--- config.mk ---
export PLATFORM = sky130hd
export DESIGN_NAME = pfb_controller
export DESIGN_NICKNAME = d
export VERILOG_FILES = /design/src/rtl/pfb_pkg.sv /design/src/rtl/pfb_controller.sv
export VERILOG_INCLUDE_DIRS = /design/src /design/src/rtl
export SDC_FILE = /design/constraint.sdc
export NUM_CORES = 1
export LEC_CHECK = 0
export ABC_AREA = 1
export ABC_CLOCK_PERIOD_IN_PS = 1680
export BUFFER_PORTS_ARGS = -buffer_cell sky130_fd_sc_hd__buf_2
export CORE_MARGIN = 2
export CORE_UTILIZATION = 52
export DETAILED_ROUTE_END_ITERATION = 6
export GPL_ROUTABILITY_DRIVEN = 0
export PLACE_DENSITY = 0.77
export SLEW_MARGIN = 10
export SYNTH_ARGS = -nofsm -noshare
export SYNTH_HDL_FRONTEND = slang
export SYNTH_SLANG_ARGS = --single-unit
--- constraint.sdc ---
create_clock -name clock -period 1.68 [get_ports clock]
set_input_delay 0.084 -clock clock [delete_from_list [all_inputs] [get_ports clock]]
set_output_delay 0.084 -clock clock [all_outputs]
set_load 0.005 [all_outputs]
--- src/rtl/page_framebuffer_pixel_blit_unit_defines.svh ---
// Assertion macros shared by the frame buffer blit unit.
// No dependencies; included by the modules that carry assertions.
`ifndef PAGE_FRAMEBUFFER_PIXEL_BLIT_UNIT_DEFINES_SVH
`define PAGE_FRAMEBUFFER_PIXEL_BLIT_UNIT_DEFINES_SVH

// Same-cycle implication, disabled during reset.
`define PFB_ASSERT_NOW(label, clk, rst, ante, cons) \
   label: assert property (@(posedge clk) disable iff (rst) (ante) |-> (cons)) \
      else $error("pfb assertion failed");

// Next-cycle implication, disabled during reset.
`define PFB_ASSERT_NEXT(label, clk, rst, ante, cons) \
   label: assert property (@(posedge clk) disable iff (rst) (ante) |=> (cons)) \
      else $error("pfb assertion failed");

`endif

--- src/rtl/pfb_pkg.sv ---
// Package for the frame buffer blit unit: screen geometry, request codes,
// and the command and status structs between controller and datapath.
`timescale 1ns / 1ps
`default_nettype none
package pfb_pkg;
   localparam int SCREEN_COLS = 128;
   localparam int SCREEN_ROWS = 64;
   localparam int SCREEN_PAGES = (SCREEN_ROWS + 7) / 8;
   localparam int STORE_BYTES = SCREEN_COLS * SCREEN_PAGES;
   localparam int ADDR_W = $clog2(STORE_BYTES);
   // Wide enough for any column plus page offset and for STORE_BYTES itself.
   localparam int FULL_W = 14;

   typedef enum logic [1:0] {
      REQ_PIXEL = 2'd0,
      REQ_BLIT  = 2'd1,
      REQ_CLEAR = 2'd2,
      REQ_READ  = 2'd3
   } req_kind_type;

   typedef struct packed {
      logic load;       // latch the request fields
      logic clr_step;   // write zero at the clear pointer and advance it
      logic px_write;   // write the modified byte at the target address
      logic bit_next;   // move to the next bit of the bitmap byte
      logic blit_done;  // advance byte column and row counter
      logic rsp_load;   // load the result register
   } cmd_type;

   typedef struct packed {
      logic hit;        // target pixel is drawn and on screen
      logic bit_last;   // last bit of the bitmap byte
      logic clr_last;   // clear pointer at the last store byte
   } status_type;
endpackage
`default_nettype wire

--- src/rtl/pfb_controller.sv ---
// Controller of the frame buffer blit unit: sequences clear sweeps,
// read-modify-write of pixels and bitmap bits, reads and the result handshake.
// Depends on pfb_pkg and the assertion macro header.
`timescale 1ns / 1ps
`default_nettype none
`include "page_framebuffer_pixel_blit_unit_defines.svh"
module pfb_controller (
   input  wire logic                clock,
   input  wire logic                reset,
   input  wire logic                req_valid,
   output logic                     req_ready,
   input  wire logic [1:0]          req_type,
   output logic                     rsp_valid,
   input  wire logic                rsp_ready,
   output pfb_pkg::cmd_type         cmd,
   input  wire pfb_pkg::status_type status
);
   import pfb_pkg::*;

   typedef enum logic [8:0] {
      S_INIT     = 9'b000000001,
      S_IDLE     = 9'b000000010,
      S_CLEAR    = 9'b000000100,
      S_PIX      = 9'b000001000,
      S_PIX_WR   = 9'b000010000,
      S_BLIT     = 9'b000100000,
      S_BLIT_WR  = 9'b001000000,
      S_READ     = 9'b010000000,
      S_READ_OUT = 9'b100000000
   } state_type;

   state_type state_ff, state_in;
   logic      rsp_valid_ff, rsp_valid_in;
   logic      slot_free;

   assign slot_free = !rsp_valid_ff || rsp_ready;
   assign req_ready = (state_ff == S_IDLE);
   assign rsp_valid = rsp_valid_ff;

   always_comb begin
      state_in = state_ff;
      cmd = '0;
      case (state_ff)
         S_INIT, S_CLEAR: begin
            cmd.clr_step = 1'b1;
            if (status.clr_last) begin
               state_in = S_IDLE;
            end
         end
         S_IDLE: begin
            if (req_valid) begin
               cmd.load = 1'b1;
               case (req_kind_type'(req_type))
                  REQ_PIXEL: state_in = S_PIX;
                  REQ_BLIT:  state_in = S_BLIT;
                  REQ_CLEAR: state_in = S_CLEAR;
                  REQ_READ:  state_in = S_READ;
                  default:   state_in = S_IDLE;
               endcase
            end
         end
         S_PIX: begin
            state_in = status.hit ? S_PIX_WR : S_IDLE;
         end
         S_PIX_WR: begin
            cmd.px_write = 1'b1;
            state_in = S_IDLE;
         end
         S_BLIT: begin
            // Bits that draw nothing skip the write cycle.
            if (status.hit) begin
               state_in = S_BLIT_WR;
            end else begin
               cmd.bit_next = 1'b1;
               if (status.bit_last) begin
                  cmd.blit_done = 1'b1;
                  state_in = S_IDLE;
               end
            end
         end
         S_BLIT_WR: begin
            cmd.px_write = 1'b1;
            cmd.bit_next = 1'b1;
            if (status.bit_last) begin
               cmd.blit_done = 1'b1;
               state_in = S_IDLE;
            end else begin
               state_in = S_BLIT;
            end
         end
         S_READ: begin
            state_in = S_READ_OUT;
         end
         S_READ_OUT: begin
            // The RAM keeps reading the same address, so the data holds
            // until the result register is free.
            if (slot_free) begin
               cmd.rsp_load = 1'b1;
               state_in = S_IDLE;
            end
         end
         default: begin
            state_in = S_IDLE;
         end
      endcase
   end

   always_comb begin
      rsp_valid_in = rsp_valid_ff;
      if (rsp_valid_ff && rsp_ready) begin
         rsp_valid_in = 1'b0;
      end
      if (cmd.rsp_load) begin
         rsp_valid_in = 1'b1;
      end
   end

   always_ff @(posedge clock) begin
      if (reset) begin
         state_ff <= S_INIT;
         rsp_valid_ff <= 1'b0;
      end else begin
         state_ff <= state_in;
         rsp_valid_ff <= rsp_valid_in;
      end
   end

   `PFB_ASSERT_NOW(a_no_write_when_ready, clock, reset, req_ready, !cmd.px_write && !cmd.clr_step)
   `PFB_ASSERT_NOW(a_rsp_load_slot_free, clock, reset, cmd.rsp_load, !rsp_valid_ff || rsp_ready)
   `PFB_ASSERT_NEXT(a_rsp_load_valid, clock, reset, cmd.rsp_load, rsp_valid_ff)
   `PFB_ASSERT_NOW(a_single_writer, clock, reset, cmd.px_write, !cmd.clr_step)
   `PFB_ASSERT_NEXT(a_clear_ends_idle, clock, reset, cmd.clr_step && status.clr_last, req_ready)
endmodule
`default_nettype wire
==> results.yml <==
cts:
  cts_buffers: 3
  cts_tree: "done"
  clk_latency_ns: 0.27
  htreeDepth: 1
  path_clk_slew_ns: 0.07
  root_buffer: "clkbuf_4"
  clk_path_buf_depth: 2
  clock_sinks: 10
routing:
  drtIter0Drc: 23
  drc: 0
  wirelength_um: 1750
  antenna_left: 0
  vias: 801
  first_pass_iters: 4
  vias_per_cell: 4.91
  avgRoutedWirePerCell_um: 10.7
global_routing:
  grt_pass1_wl_um: 3110
  grt_pass1_vias: 740
  grt.overflow.total: 0
  antenna_found_initial: 0
  track_usage: 0.230
  grt_max_degree: 9
power_and_ir_drop:
  power_frac_comb: 0.438
  clkPwrFrac: 0.206
  switching_power_uw: 331
  p_sw_frac: 0.413
  pwr-share-seq: 0.356
  p_int_uw: 470
  ir_worst_vdd_v: 0.000489
  p_leak_nw: 0.570
  power.density_mw_per_mm2: 877
final_layout:
  final_util: 0.628
  fin_area_sq_um: 913
  drive_above_1_share: 0.265
  area_growth_pct: 16.2
  fin_nets: 158
  n_fill_cell: 135
  layout_common_cells: "27 x inv_1, 25 x nor2_1, 25 x nand2_1, 16 x buf_2, 10 x dfxtp_1"
  layout_commonest_cell: "inv_1"
  diodes: 0
  finalNonFillerCells: 163
synth:
  yosys_warnings: 0
  ys_seq_area_frac: 0.255
  synthesis.nets: 137
  synth_cell_types: 24
  ys_ff_latch: 10
  synth_area_leader_cell: "dfxtp_1"
  yosys.area.top_type_share: 0.255
  synthCells: 128
  synth_area_sq_um: 786
  synthTopCellsByArea: "dfxtp_1 25%, inv_1 13%, nor2_1 12%"
  syn_area_per_cell_sq_um: 6.14
place:
  io_buffers: 16
  place_area_sq_um: 878
  dp_hpwl_um: 1450
  dp.cells: 159
floorplanning:
  initial_core_util: 0.540
  core_sq_mm: 0.00145
  die_area_sq_mm: 0.00184
  ios: 17
  die_x_um: 42.9
  die_h_um: 42.9
  rows: 14
critical_path:
  required_ns: 1.60
  critPathBufInv: 1
  worst-path-max-fanout: 4
  cp_top_family: "simple AND/OR/NAND/NOR gates"
  critPathArrivalTime_ns: 1.40
  crit_path_top_delay_cell: "dfxtp_1"
  worstSetupEndpointType: "output port"
  cpMostUsedCell: "nor2_2"
  setup.worst_path.start_class: "flip-flop"
  cpPeakStageDelay_ns: 0.35
  crit_type: "flip-flop to output port"
  cp_cell_sequence: "nor2_2, nand2_2, nor2_2, nand3_1, a21oi_1, buf_2"
sta:
  finalSetupTns_ns: 0
  drv_slew: 0
  max-slew-margin-rel: 0.804
  max_freq_mhz: 675
  min_period_ns: 1.48
  rsz0062_at_grt: "no"
  finalClockSkew_ns: 0.00500
  worst_pin_slew_ns: 0.293
  setup_viol: 0
  period_share: 0.882
  hold_viol: 0
worst_hold_path:
  holdCritPathClass: "input port to flip-flop"
status:
  status: "completed"
job:
  cap_violations: 0
what timing repair did:
item                                    in CTS  in global routing
hold buffers                                 1                  0
endpoints found under the hold margin        1                  0
resized for setup                            0                  1
endpoints found under the setup margin       0                  1
setup buffers                                0                  0
stage by stage:
step	hold slack, ns	worst slack (ns)	total power, mW
finish	0.101	0.198	0.801
global route	0.120	0.0484	0.866
CTS	0.100	0.166	0.806
detailed placement	0.284	0.314	0.637
global placement	0.284	0.337	0.627
floorplan	0.153	0.489	0.557
cells in the mapped netlist:
cell and instances:
inv_1 27, nor2_1 26, nand2_1 25, dfxtp_1 10, nand3_1 9, nand3_2 4, nand2_4 3, nor2_2 3
a21oi_1 2, nand2_2 2, nor2_4 2, nor3_1 2, o21ai_0 2, buf_4 1, clkinv_2 1, inv_2 1
nand4_1 1, nand4_2 1, nor2_8 1, nor4_1 1, o21a_1 1, o21ai_1 1, o21ai_2 1, o21bai_1 1
path summary, 6_finish.rpt:
| check | start | to | slack, ns | cells after the start |
|---|---|---|---|---|
| min | rsp_ready | rsp_valid$_SDFFE_PP0P_ | 0.10 | 4 |
| min reg2reg | state_ff[0]$_SDFFE_PP1P_ | state_ff[0]$_SDFFE_PP1P_ | 0.52 | 2 |
| max reg2reg | state_ff[1]$_SDFFE_PP0P_ | state_ff[3]$_SDFFE_PP0P_ | 0.32 | 8 |
| max | state_ff[1]$_SDFFE_PP0P_ | cmd[1] | 0.20 | 6 |
layer usage:
metal / global-route usage / up-vias / part of all wire
met4: 0.113 / 0 / 0.025
met2: 0.379 / 24 / 0.48
met1: 0.278 / 346 / 0.45
met3: 0.0511 / 5 / 0.042
met5: 0 / - / 0
li1: - / 426 / -
cell type report:
class	instances	area, sq um	share of cell area
Inverter	29	110	0.121
Sequential cell	10	200	0.219
Tap cell	16	20.0	0.0219
Multi-Input combinational cell	88	470	0.515
Timing Repair Buffer	17	90.1	0.0986
Clock buffer	3	22.5	0.0247
sequential cells by signal (all words and copies together), names as in the netlist:
register,count
rsp_valid,1
state_ff,9
worst min-delay path, cell delays in order:
cell and delay [ns]:
buf_2 0.07, nor2_1 0.06, inv_1 0.05, a21oi_1 0.05
power groups by stage:
stage          Sequential (mW)  Clock (mW)  Combinational, mW
3_5_place_dp             0.289           0              0.348
3_3_place_gp             0.287           0              0.339
5_1_grt                  0.288       0.183              0.394
6_report                 0.285       0.165              0.351
4_1_cts                  0.283       0.171              0.351
2_1_floorplan            0.285           0              0.272
kinds of logic after synthesis:
family                 after synthesis  share of synthesized area
AOI/OAI and AO/OA                    8                     0.0621
and+or+nand+nor                     80                      0.533
buffers and inverters               30                      0.150
DFF                                 10                      0.255
(Power assumes the default switching activity.)
